===== src/rtl/bmpp_pkg.sv =====
`timescale 1ns / 1ps
// Shared types and constants for the BMP pixel stream parser.
// No dependencies; used by bmpp_decode and bmp_pixel_stream_parser_core.

package bmpp_pkg;

    // Default for the largest accepted width/height
    localparam int MAX_DIM_DEFAULT = 4096;

    // Output field widths
    localparam int COORD_W = 12;
    localparam int KIND_W  = 3;

    // Result kinds
    localparam logic [KIND_W-1:0] KIND_PIXEL      = 3'd0;
    localparam logic [KIND_W-1:0] KIND_BAD_MAGIC  = 3'd1;
    localparam logic [KIND_W-1:0] KIND_BAD_RSVD   = 3'd2;
    localparam logic [KIND_W-1:0] KIND_BAD_PLANES = 3'd3;
    localparam logic [KIND_W-1:0] KIND_BAD_DEPTH  = 3'd4;
    localparam logic [KIND_W-1:0] KIND_BAD_SIZE   = 3'd5;
    localparam logic [KIND_W-1:0] KIND_BAD_OFFSET = 3'd6;

    // Header constants
    localparam logic [15:0] BMP_MAGIC    = 16'h4D42;
    localparam logic [15:0] BMP_PLANES   = 16'd1;
    localparam logic [15:0] BMP_DEPTH    = 16'd24;
    localparam logic [31:0] HEADER_BYTES = 32'd30;

    // One decoded result
    typedef struct packed {
        logic [KIND_W-1:0]  kind;
        logic [COORD_W-1:0] column;
        logic [COORD_W-1:0] row;
        logic [7:0]         red;
        logic [7:0]         green;
        logic [7:0]         blue;
        logic               last_pixel;
    } result_t;

endpackage


===== src/rtl/bmpp_decode.sv =====
`timescale 1ns / 1ps
// Parser state and per-byte step logic: header checks, offset skip,
// pixel assembly and row padding. Depends on bmpp_pkg.

module bmpp_decode #(
    parameter int MAX_DIM = bmpp_pkg::MAX_DIM_DEFAULT
) (
    input  logic               clk,
    input  logic               rst_n,
    input  logic               step,        // consume one byte this cycle
    input  logic [7:0]         data_byte,
    input  logic               file_start,
    output logic               res_valid,
    output bmpp_pkg::result_t  res
);

    localparam int DIM_RAW = $clog2(MAX_DIM + 1);
    localparam int DIM_W   = (DIM_RAW < 2) ? 2 : DIM_RAW;

    localparam logic [2:0] PH_WAIT   = 3'd0;
    localparam logic [2:0] PH_HEADER = 3'd1;
    localparam logic [2:0] PH_SKIP   = 3'd2;
    localparam logic [2:0] PH_PIXEL  = 3'd3;
    localparam logic [2:0] PH_PAD    = 3'd4;
    localparam logic [2:0] PH_DONE   = 3'd5;

    // Header byte index of the last byte of each checked field
    localparam logic [31:0] IDX_MAGIC  = 32'd1;
    localparam logic [31:0] IDX_RSVD1  = 32'd7;
    localparam logic [31:0] IDX_RSVD2  = 32'd9;
    localparam logic [31:0] IDX_OFFSET = 32'd13;
    localparam logic [31:0] IDX_WIDTH  = 32'd21;
    localparam logic [31:0] IDX_HEIGHT = 32'd25;
    localparam logic [31:0] IDX_PLANES = 32'd27;
    localparam logic [31:0] IDX_DEPTH  = 32'd29;

    logic [2:0]       phase_reg,   phase_next;
    logic [31:0]      count_reg,   count_next;
    logic [31:0]      shift_reg,   shift_next;
    logic [31:0]      offset_reg,  offset_next;
    logic [DIM_W-1:0] width_reg,   width_next;
    logic [DIM_W-1:0] height_reg,  height_next;
    logic [DIM_W-1:0] col_reg,     col_next;
    logic [DIM_W-1:0] row_reg,     row_next;
    logic [1:0]       bip_reg,     bip_next;
    logic [7:0]       blue_reg,    blue_next;
    logic [7:0]       green_reg,   green_next;
    logic [1:0]       pad_reg,     pad_next;

    // Values after a file_start restart is applied
    logic [2:0]       ph_eff;
    logic [31:0]      cnt_eff;
    logic [31:0]      sh_eff;
    logic [31:0]      sh_new;
    logic [DIM_W-1:0] col_eff;
    logic [DIM_W-1:0] row_eff;
    logic [DIM_W-1:0] col_inc;
    logic [DIM_W-1:0] row_inc;
    logic [1:0]       bip_eff;
    logic [1:0]       pad_eff;
    logic             do_pixel;
    logic             sh_bad_dim;

    always_comb
    begin
        ph_eff  = file_start ? PH_HEADER : phase_reg;
        cnt_eff = file_start ? 32'd0 : count_reg;
        sh_eff  = file_start ? 32'd0 : shift_reg;
        col_eff = file_start ? '0 : col_reg;
        row_eff = file_start ? '0 : row_reg;
        bip_eff = file_start ? 2'd0 : bip_reg;
        pad_eff = file_start ? 2'd0 : pad_reg;

        sh_new     = {data_byte, sh_eff[31:8]};
        sh_bad_dim = (sh_new == 32'd0) || (sh_new > 32'(MAX_DIM));
        col_inc    = col_eff + 1'b1;
        row_inc    = row_eff + 1'b1;
        do_pixel   = (ph_eff == PH_PIXEL) || ((ph_eff == PH_SKIP) && (cnt_eff == offset_reg));

        phase_next  = ph_eff;
        count_next  = cnt_eff;
        shift_next  = sh_eff;
        offset_next = offset_reg;
        width_next  = width_reg;
        height_next = height_reg;
        col_next    = col_eff;
        row_next    = row_eff;
        bip_next    = bip_eff;
        blue_next   = blue_reg;
        green_next  = green_reg;
        pad_next    = pad_eff;

        res_valid = 1'b0;
        res       = '0;

        if (ph_eff == PH_HEADER)
        begin
            shift_next = sh_new;
            count_next = cnt_eff + 32'd1;
            if (cnt_eff == IDX_MAGIC)
            begin
                if (sh_new[31:16] != bmpp_pkg::BMP_MAGIC)
                begin
                    res_valid = 1'b1;
                    res.kind  = bmpp_pkg::KIND_BAD_MAGIC;
                end
            end
            else if (cnt_eff == IDX_RSVD1 || cnt_eff == IDX_RSVD2)
            begin
                if (sh_new[31:16] != 16'd0)
                begin
                    res_valid = 1'b1;
                    res.kind  = bmpp_pkg::KIND_BAD_RSVD;
                end
            end
            else if (cnt_eff == IDX_OFFSET)
            begin
                offset_next = sh_new;
                if (sh_new < bmpp_pkg::HEADER_BYTES)
                begin
                    res_valid = 1'b1;
                    res.kind  = bmpp_pkg::KIND_BAD_OFFSET;
                end
            end
            else if (cnt_eff == IDX_WIDTH)
            begin
                if (sh_bad_dim)
                begin
                    res_valid = 1'b1;
                    res.kind  = bmpp_pkg::KIND_BAD_SIZE;
                end
                else
                    width_next = sh_new[DIM_W-1:0];
            end
            else if (cnt_eff == IDX_HEIGHT)
            begin
                if (sh_bad_dim)
                begin
                    res_valid = 1'b1;
                    res.kind  = bmpp_pkg::KIND_BAD_SIZE;
                end
                else
                    height_next = sh_new[DIM_W-1:0];
            end
            else if (cnt_eff == IDX_PLANES)
            begin
                if (sh_new[31:16] != bmpp_pkg::BMP_PLANES)
                begin
                    res_valid = 1'b1;
                    res.kind  = bmpp_pkg::KIND_BAD_PLANES;
                end
            end
            else if (cnt_eff == IDX_DEPTH)
            begin
                if (sh_new[31:16] != bmpp_pkg::BMP_DEPTH)
                begin
                    res_valid = 1'b1;
                    res.kind  = bmpp_pkg::KIND_BAD_DEPTH;
                end
                else
                    phase_next = (offset_reg == bmpp_pkg::HEADER_BYTES) ? PH_PIXEL : PH_SKIP;
            end
            if (res_valid)
                phase_next = PH_WAIT;
        end
        else if (do_pixel)
        begin
            phase_next = PH_PIXEL;
            if (bip_eff == 2'd0)
            begin
                blue_next = data_byte;
                bip_next  = 2'd1;
            end
            else if (bip_eff == 2'd1)
            begin
                green_next = data_byte;
                bip_next   = 2'd2;
            end
            else
            begin
                bip_next       = 2'd0;
                res_valid      = 1'b1;
                res.kind       = bmpp_pkg::KIND_PIXEL;
                res.column     = bmpp_pkg::COORD_W'(col_eff);
                res.row        = bmpp_pkg::COORD_W'(height_reg - 1'b1 - row_eff);
                res.red        = data_byte;
                res.green      = green_reg;
                res.blue       = blue_reg;
                res.last_pixel = (col_inc == width_reg) && (row_inc == height_reg);
                col_next       = col_inc;
                if (col_inc >= width_reg)
                begin
                    col_next = '0;
                    row_next = row_inc;
                    pad_next = width_reg[1:0];
                    if (row_inc >= height_reg)
                        phase_next = PH_DONE;
                    else if (width_reg[1:0] != 2'd0)
                        phase_next = PH_PAD;
                end
            end
        end
        else if (ph_eff == PH_SKIP)
            count_next = cnt_eff + 32'd1;
        else if (ph_eff == PH_PAD)
        begin
            if (pad_eff != 2'd0)
                pad_next = pad_eff - 2'd1;
            if (pad_eff <= 2'd1)
                phase_next = PH_PIXEL;
        end
    end

    always_ff @(posedge clk or negedge rst_n)
    begin
        if (!rst_n)
        begin
            phase_reg  <= PH_WAIT;
            count_reg  <= '0;
            shift_reg  <= '0;
            offset_reg <= '0;
            width_reg  <= '0;
            height_reg <= '0;
            col_reg    <= '0;
            row_reg    <= '0;
            bip_reg    <= '0;
            blue_reg   <= '0;
            green_reg  <= '0;
            pad_reg    <= '0;
        end
        else if (step)
        begin
            phase_reg  <= phase_next;
            count_reg  <= count_next;
            shift_reg  <= shift_next;
            offset_reg <= offset_next;
            width_reg  <= width_next;
            height_reg <= height_next;
            col_reg    <= col_next;
            row_reg    <= row_next;
            bip_reg    <= bip_next;
            blue_reg   <= blue_next;
            green_reg  <= green_next;
            pad_reg    <= pad_next;
        end
    end

endmodule


===== src/rtl/bmp_pixel_stream_parser_core.sv =====
`timescale 1ns / 1ps
// Top level of the 24-bit BMP byte stream parser: input register, decoder,
// result register. Depends on bmpp_pkg and bmpp_decode.
//
//  Channel  | Dir | Beat carries
//  ---------+-----+-------------------------------------------------------
//  s_axis   | in  | one file byte; tuser flags the first byte of a file
//  m_axis   | out | one pixel or error code; tlast flags the image's last pixel
//
// One beat per clock sustained while m_axis_tready stays high. A byte is
// registered in the input register on accept and decoded from there into the
// result register once that register is free or being taken. Bytes that
// neither finish a pixel nor fail a header check yield no output beat. While a
// result waits for m_axis_tready the input register can still take one beat;
// s_axis_tready drops only when both are full. Reset (rst_n low, asynchronous)
// empties both stages and returns the parser to waiting for a first byte.

module bmp_pixel_stream_parser_core #(
    parameter int MAX_DIM = bmpp_pkg::MAX_DIM_DEFAULT
) (
    input  logic        clk,
    input  logic        rst_n,

    input  logic        s_axis_tvalid,
    output logic        s_axis_tready,
    input  logic [7:0]  s_axis_tdata,   // [7:0] data_byte
    input  logic [0:0]  s_axis_tuser,   // [0] file_start

    output logic        m_axis_tvalid,
    input  logic        m_axis_tready,
    output logic [47:0] m_axis_tdata,   // [11:0] column, [23:12] row, [31:24] red,
                                        // [39:32] green, [47:40] blue
    output logic [2:0]  m_axis_tuser,   // [2:0] kind
    output logic        m_axis_tlast    // last_pixel
);

    // Input stage
    logic               in_valid_reg, in_valid_next;
    logic [7:0]         in_byte_reg;
    logic               in_start_reg;

    // Output stage
    logic               out_valid_reg, out_valid_next;
    bmpp_pkg::result_t  out_res_reg;

    logic               s_accept;
    logic               advance;       // input stage moves through the decoder
    logic               dec_valid;
    bmpp_pkg::result_t  dec_res;

    assign advance       = in_valid_reg && (!out_valid_reg || m_axis_tready);
    assign s_axis_tready = !in_valid_reg || advance;
    assign s_accept      = s_axis_tvalid && s_axis_tready;

    always_comb
    begin
        in_valid_next = in_valid_reg;
        if (s_accept)
            in_valid_next = 1'b1;
        else if (advance)
            in_valid_next = 1'b0;

        out_valid_next = out_valid_reg;
        if (advance)
            out_valid_next = dec_valid;
        else if (m_axis_tready)
            out_valid_next = 1'b0;
    end

    bmpp_decode #(
        .MAX_DIM (MAX_DIM)
    ) u_decode (
        .clk        (clk),
        .rst_n      (rst_n),
        .step       (advance),
        .data_byte  (in_byte_reg),
        .file_start (in_start_reg),
        .res_valid  (dec_valid),
        .res        (dec_res)
    );

    // Control
    always_ff @(posedge clk or negedge rst_n)
    begin
        if (!rst_n)
        begin
            in_valid_reg  <= 1'b0;
            out_valid_reg <= 1'b0;
        end
        else
        begin
            in_valid_reg  <= in_valid_next;
            out_valid_reg <= out_valid_next;
        end
    end

    // Payload, no reset
    always_ff @(posedge clk)
    begin
        if (s_accept)
        begin
            in_byte_reg  <= s_axis_tdata;
            in_start_reg <= s_axis_tuser[0];
        end
        if (advance)
            out_res_reg <= dec_res;
    end

    assign m_axis_tvalid = out_valid_reg;
    assign m_axis_tdata  = {out_res_reg.blue, out_res_reg.green, out_res_reg.red,
                            out_res_reg.row, out_res_reg.column};
    assign m_axis_tuser  = out_res_reg.kind;
    assign m_axis_tlast  = out_res_reg.last_pixel;

endmodule


===== config.mk =====
export PLATFORM = sky130hd
export DESIGN_NAME = bmp_pixel_stream_parser_core
export DESIGN_NICKNAME = d
export VERILOG_FILES = /design/src/rtl/bmpp_pkg.sv /design/src/rtl/bmpp_decode.sv /design/src/rtl/bmp_pixel_stream_parser_core.sv
export SDC_FILE = /design/constraint.sdc
export NUM_CORES = 1
export LEC_CHECK = 0
export BUFFER_PORTS_ARGS = -buffer_cell sky130_fd_sc_hd__clkbuf_2
export CAP_MARGIN = 40
export CORE_ASPECT_RATIO = 2
export CORE_MARGIN = 5
export CORE_UTILIZATION = 55
export CTS_BUF_LIST = sky130_fd_sc_hd__clkbuf_2
export DETAILED_ROUTE_END_ITERATION = 10
export PLACE_DENSITY = 0.76
export SYNTH_ARGS = -nofsm -noshare
export SYNTH_HDL_FRONTEND = slang
export SYNTH_SLANG_ARGS = --single-unit
export TNS_END_PERCENT = 30

===== constraint.sdc =====
create_clock -name clk -period 4.5 [get_ports clk]
set_clock_uncertainty 0.15 [all_clocks]
set_input_delay 0.9 -clock clk [delete_from_list [all_inputs] [get_ports clk]]
set_output_delay 0.9 -clock clk [all_outputs]
set_load 0.005 [all_outputs]

# After elaboration in Yosys (flattened, before gate mapping)
# Index checks and enable logic that the tools add are counted.
# totals
regBits	226
in_bits	13
output_inout_bits	54
# op_classes
bitwise	8
addsub	6
mux	92
n_lt_le_gt_ge	5
n_eq_ne	20
n_reduce_logical	24
# op_table
op	count
two-way mux 32 bit	6
equality test 32 x 5 -> 1 bit (second input constant)	5
two-way mux 13 bit	12
two-way mux 52 bit	2
two-way mux 3 bit	31
equality test 32 x 4 -> 1 bit (second input constant)	2
two-way mux 49 bit	1
adder 32 x 1 -> 32 bit (second input constant)	1
equality test 32 x 1 -> 1 bit (second input constant)	1
equality test 32 x 3 -> 1 bit (second input constant)	1
equality test 32 bit	1
> comparator 32 x 13 -> 1 bit (second input constant)	1
zero test 32 bit	1
less-than comparator 32 x 5 -> 1 bit (second input constant)	1
two-way mux 2 bit	16
adder 13 x 1 -> 13 bit (second input constant)	2
equality test 13 bit	2
>= comparator 13 bit	2
two-way mux 1 bit	24
!= test 16 x 1 -> 1 bit (second input constant)	1
!= test 16 x 15 -> 1 bit (second input constant)	1
!= test 16 x 5 -> 1 bit (second input constant)	1
nonzero test 16 bit	1
subtractor 12 x 1 -> 12 bit (second input constant)	1
18 further kinds	38

# Longest topological paths before layout
# depth
ltp_word	13
ltp_mapped	22

# By module
# From an unflattened synthesis, not the netlist that was laid out.
# hier_totals
cells_unflattened	1307
area_unflattened_um2	12524.5
# modules_own_cells
mod	seq_area_each_um2	instances	cells_per_inst	area_per_inst_um2
bmpp_decode	4078.9	1	1237	10586.4
bmp_pixel_stream_parser_core	1881.8	1	70	1938.1

# Worst setup path after synthesis
# No wires, ideal clock.
# synth_path
path_kind	flip-flop to flip-flop
start	register in_start_reg
end	register u_decode.row_reg[12]
arrival_time_ps	4487
required_time_ps	4283
setup_time_ps	67
stages_incl_launch_ff	21
n_path_buf	6
path_slack_ps	-204
path_cell_list	edfxtp_1 buf_6 buf_2 buf_2 buf_2 buf_1 clkbuf_1 nor2b_1 ha_1 and3_1 nand3_1 or3_1 a21oi_1 ha_1 a21oi_1 a21oi_1 a211o_1 o21ai_1 a21oi_1 o21ai_0 a22o_1
# synth_via
elab_chain_cells	8
elab_cells_between_ends	21
# synth_rtl
element	line	rtl
start: declaration	bmp_pixel_stream_parser_core.sv:40	logic in_start_reg;
start signal: assignment	bmp_pixel_stream_parser_core.sv:103	in_start_reg <= s_axis_tuser[0];
two-way mux 13 bit	bmpp_decode.sv:69	col_eff = file_start ? '0 : col_reg;
named net u_decode.col_eff[1]	bmpp_decode.sv:55	logic [DIM_W-1:0] col_eff;
adder 13 x 1 -> 13 bit	bmpp_decode.sv:76	col_inc = col_eff + 1'b1;
>= comparator 13 bit	bmpp_decode.sv:191	if (col_inc >= width_reg)
two-way mux 13 bit	bmpp_decode.sv:191	
two-way mux 13 bit	bmpp_decode.sv:174	else if (bip_eff == 2'd1)
two-way mux 13 bit	bmpp_decode.sv:169	if (bip_eff == 2'd0)
two-way mux 13 bit	bmpp_decode.sv:166	else if (do_pixel)
two-way mux 13 bit	bmpp_decode.sv:96	if (ph_eff == PH_HEADER)
end signal: assignment	bmpp_decode.sv:240	row_reg <= row_next;
end: declaration	bmpp_decode.sv:44	logic [DIM_W-1:0] row_reg, row_next;
# The timed path passes the listed nets, and every way through them passes these cells.
# A chain may end at the register's enable or synchronous reset.

# Worst setup path in the final report
# layout_path
start	register in_start_reg
end	register u_decode.row_reg[5]
# Same word-level chain as after synthesis.

==> results.py <==
metrics = {
    "critical_path": {
        "crit_slowest_cell": "edfxtp_1",
        "crit_buf_inv": 2,
        "critPathArrivalTime_ns": 4.80,
        "crit_type": "reg -> reg",
        "crit_top_cell": "nand3_1",
        "worstRegToRegCells": 18,
        "path_cells": "buf_4, nor2b_1, ha_1, and3_1, nand3_1, nor2_2, nand3_1, xor2_1, nor2_1, ha_1, nand4_1, nor2_1, o31a_1, o21ai_2, buf_4, a21o_1, or4_1, nand3_1",
        "r2r_slack_ns": 0.35,
        "critPathMaxFanout": 6,
        "startpoint_type": "register",
        "r2r_start": "in_start_reg$_DFFE_PP_",
        "crit_family": "simple AND/OR/NAND/NOR gates",
        "required_ns": 5.15,
        "cpPeakStageDelay_ns": 0.47,
        "critPathCaptureType": "register",
        "reg2reg_to": "u_decode.row_reg[5]$_DFFE_PN0P_",
    },
    "logic_synthesis": {
        "synth_seq_cells": 226,
        "synth_nets": 1322,
        "netlist_area_um2": 12600,
        "synth.avg_cell_area_um2": 9.92,
        "synth.top_cell.area_share_pct": 32.9,
        "ys_warn_count": 0,
        "yosysTopAreaCell": "dfrtp_1",
        "synth_edf_count": 61,
        "syn_inst": 1267,
        "ys_types": 81,
        "synthFlopType": "dfrtp_1",
        "async_reset_ff_share_pct": 73.0,
        "yosys-top-cells-area": "dfrtp_1 (33%), edfxtp_1 (15%), mux2_2 (5.7%)",
        "seq_area_frac_synth_pct": 47.4,
    },
    "finish": {
        "area_delta_synth_final_pct": 8.91,
        "filler_cell_count": 1987,
        "nets": 1414,
        "drive_above_1_share_pct": 19.2,
        "regArea_um2": 5960,
        "stdcell_count": 1675,
        "largest_reg_flops": 48,
        "design_area_um2": 13700,
        "multi_input_area_um2": 6150,
    },
    "die": {
        "initial_utilization_pct": 55.5,
        "rows": 78,
        "die-area_um2": 26100,
        "core_um2": 22600,
        "die_width_um": 117,
        "die_y_um": 224,
        "io_pins": 67,
    },
    "place": {
        "placedCellCount": 1584,
        "place_area_um2": 13200,
        "dpl.hpwl_um": 26100,
        "gp_congestion": 0.951,
        "io_buffers": 66,
    },
    "worst_hold_path": {
        "min_to": "in_byte_reg[6]$_DFFE_PP_",
        "hold_depth": 1,
        "hold_path.startpoint": "s_axis_tdata[6]",
        "hold_class": "in -> reg",
    },
    "timing": {
        "min_period_ns": 4.15,
        "worst_pin_slew_ns": 0.840,
        "period_share_pct": 92.3,
        "tns_ns": 0,
        "hold_viol": 0,
        "setup_violations": 0,
        "rsz0062_at_grt": "false",
        "slew_headroom_pct": 43.9,
        "fmax_ghz": 0.241,
        "slew_viol_final": 0,
    },
    "pwr": {
        "ir_drop_mv": 0.183,
        "switching_power_mw": 1.41,
        "p_clk_share_pct": 29.3,
        "power_frac_seq_pct": 55.4,
        "leakage_nw": 6.14,
        "internal_power_mw": 2.92,
        "p_per_area_nw_per_um2": 317,
        "pwr-share-comb_pct": 15.2,
        "p_sw_share_pct": 32.6,
    },
    "cts": {
        "numCtsBuffers": 50,
        "cts_buffer_depth": 3,
        "cts_root_buffer": "clkbuf_2",
        "htree_levels": 2,
        "cts.clk_slew.worst_paths_ns": 0.12,
        "cts_tree": "done",
        "clk_latency_ns": 0.88,
        "cts_num_sinks": 226,
    },
    "routing": {
        "ant_nets": 0,
        "detailedRoute.firstPassIterationCount": 5,
        "finalWirelength_um": 35200,
        "drc_errors": 0,
        "drt_iter0_drc": 688,
        "routed-via-count": 10200,
        "wl_per_cell_um": 21.0,
        "via_per_inst": 6.12,
    },
    "global_route": {
        "grt_overflow": 0,
        "antenna_found_initial": 1,
        "grt_usage_pct": 27.4,
        "grt_pass1_vias": 10400,
        "grt_pass1_wl_um": 55000,
        "grt_max_degree": 96,
    },
    "status": {
        "status": "finished clean",
    },
    "run": {
        "max-cap-violations": 0,
    },
}
[routing by layer]
metal / wire length [µm] / global-route usage [%] / vias to the layer above
met4: 3030 / 20.9 / 0
met5: 0 / 0 / -
li1: - / - / 4724
met1: 11800 / 27.4 / 4966
met2: 18600 / 48.7 / 388
met3: 1760 / 4.73 / 166
[synth_stat cells, types with 6 or more instances]
cell type  number
a211o_1         6
a21oi_1        35
xor2_1         28
or4_1           7
nand3b_1        7
a22o_1         14
nor2b_1        45
o21a_1          6
inv_1          54
mux2_2         64
o21ai_0        48
nand4_1        21
nor4_1         20
and3_1         18
o31ai_1         7
a21o_1         11
o22ai_1         8
edfxtp_1       61
nor2_1         93
xnor2_1        37
mux2i_1        10
buf_1           6
dfrtp_1       165
and2_1         38
nand2_1       177
nor3_1         33
a31oi_1         8
clkbuf_1       31
a211oi_1        7
ha_1           41
nand2b_1       10
buf_2          12
nand3_1        42
[cell type report]
class,instances,share of cell area (%)
inverters,54,1.48
clock inverters,9,0.283
well taps,280,2.56
clock buffers,78,2.85
diodes,1,0.0183
multi-input cells,933,45.0
flip-flops and latches,226,43.6
repair buffers,94,4.29
[worst register-to-register path, cell delays in order, from the launching register on]
cell and delay (ns):
edfxtp_1 0.47, buf_4 0.19, nor2b_1 0.12, ha_1 0.26, and3_1 0.18, nand3_1 0.21
nor2_2 0.24, nand3_1 0.11, xor2_1 0.15, nor2_1 0.07, ha_1 0.29, nand4_1 0.12
nor2_1 0.24, o31a_1 0.27, o21ai_2 0.12, buf_4 0.20, a21o_1 0.22, or4_1 0.42
nand3_1 0.10
[metrics by stage]
| step | setup slack, ns | utilization (%) | hold WS, ns | total power, mW |
|---|---|---|---|---|
| after detailed placement | 0.213 | 58.4 | 0.336 | 3.09 |
| after global routing | 0.0344 | 60.4 | 0.0170 | 4.54 |
| final | 0.348 | 60.4 | 0.0844 | 4.33 |
| after global placement | 0.387 | 58.4 | 0.325 | 3.08 |
| after floorplan | -0.0282 | - | 0.305 | 2.80 |
| after CTS | 0.218 | 60.3 | 0.0202 | 4.36 |
[layout by cell type, fill, tap and decap left out, types with 6 or more instances in the layout]
cell	Yosys	final
ha_1	41	41
o22ai_1	8	8
nand3b_1	7	7
o21a_1	6	6
inv_1	54	53
a211oi_1	7	7
o31ai_1	7	7
or4_1	7	7
nand4_1	21	21
mux2_2	64	64
buf_4	0	24
edfxtp_1	61	61
nand2_1	177	177
a21oi_1	35	35
xor2_1	28	28
clkinv_1	0	6
nand3_1	42	42
nor2_1	93	92
o21ai_0	48	47
xnor2_1	37	37
dfrtp_1	165	165
a31oi_1	8	8
and2_1	38	38
and3_1	18	18
nor2b_1	45	45
a21o_1	11	11
nand2b_1	10	10
clkbuf_2	0	143
nor4_1	20	20
a22o_1	14	14
mux2i_1	10	10
a211o_1	6	6
nor3_1	33	33
[repair_timing]
action                     in CTS  in global routing
setup endpoints to repair       0                 11
buffers inserted                0                  2
hold endpoints to repair       57                  0
gates resized for setup         0                  1
hold buffers                    1                  0
[how the worst max path moves through the flow]
stage                                    startpoint                           endpoint  slack, ns  cells after the start
global placement             in_start_reg$_DFFE_PP_    u_decode.row_reg[6]$_DFFE_PN0P_       0.39                     17
CTS                          in_start_reg$_DFFE_PP_    u_decode.row_reg[5]$_DFFE_PN0P_       0.22                     17
detailed placement           in_start_reg$_DFFE_PP_    u_decode.row_reg[6]$_DFFE_PN0P_       0.21                     17
finish                       in_start_reg$_DFFE_PP_    u_decode.row_reg[5]$_DFFE_PN0P_       0.35                     18
global route        u_decode.col_reg[0]$_DFFE_PN0P_  u_decode.phase_reg[1]$_DFFE_PN0P_       0.03                     15
floorplan                    in_start_reg$_DFFE_PP_  u_decode.phase_reg[1]$_DFFE_PN0P_      -0.03                     20
[power by group through the flow]
stage,registers (mW),clock network [mW],logic (mW)
after CTS,2.40,1.30,0.653
final,2.40,1.27,0.660
after detailed placement,2.44,0,0.650
after floorplan,2.35,0,0.449
after global placement,2.44,0,0.638
after global routing,2.42,1.40,0.719
[cells by family after synthesis]
| kind of cell | after synthesis | share of synthesized area (%) |
|---|---|---|
| AO/OA/AOI/OAI | 202 | 11.2 |
| XOR/XNOR | 65 | 4.53 |
| adder cells (fa/ha/maj) | 42 | 4.24 |
| buffers and inverters | 108 | 3.64 |
| flip-flops | 226 | 47.4 |
| multiplexers | 74 | 6.53 |
| AND/OR/NAND/NOR | 550 | 22.4 |
Note: power is estimated with default switching activity, not from simulation.
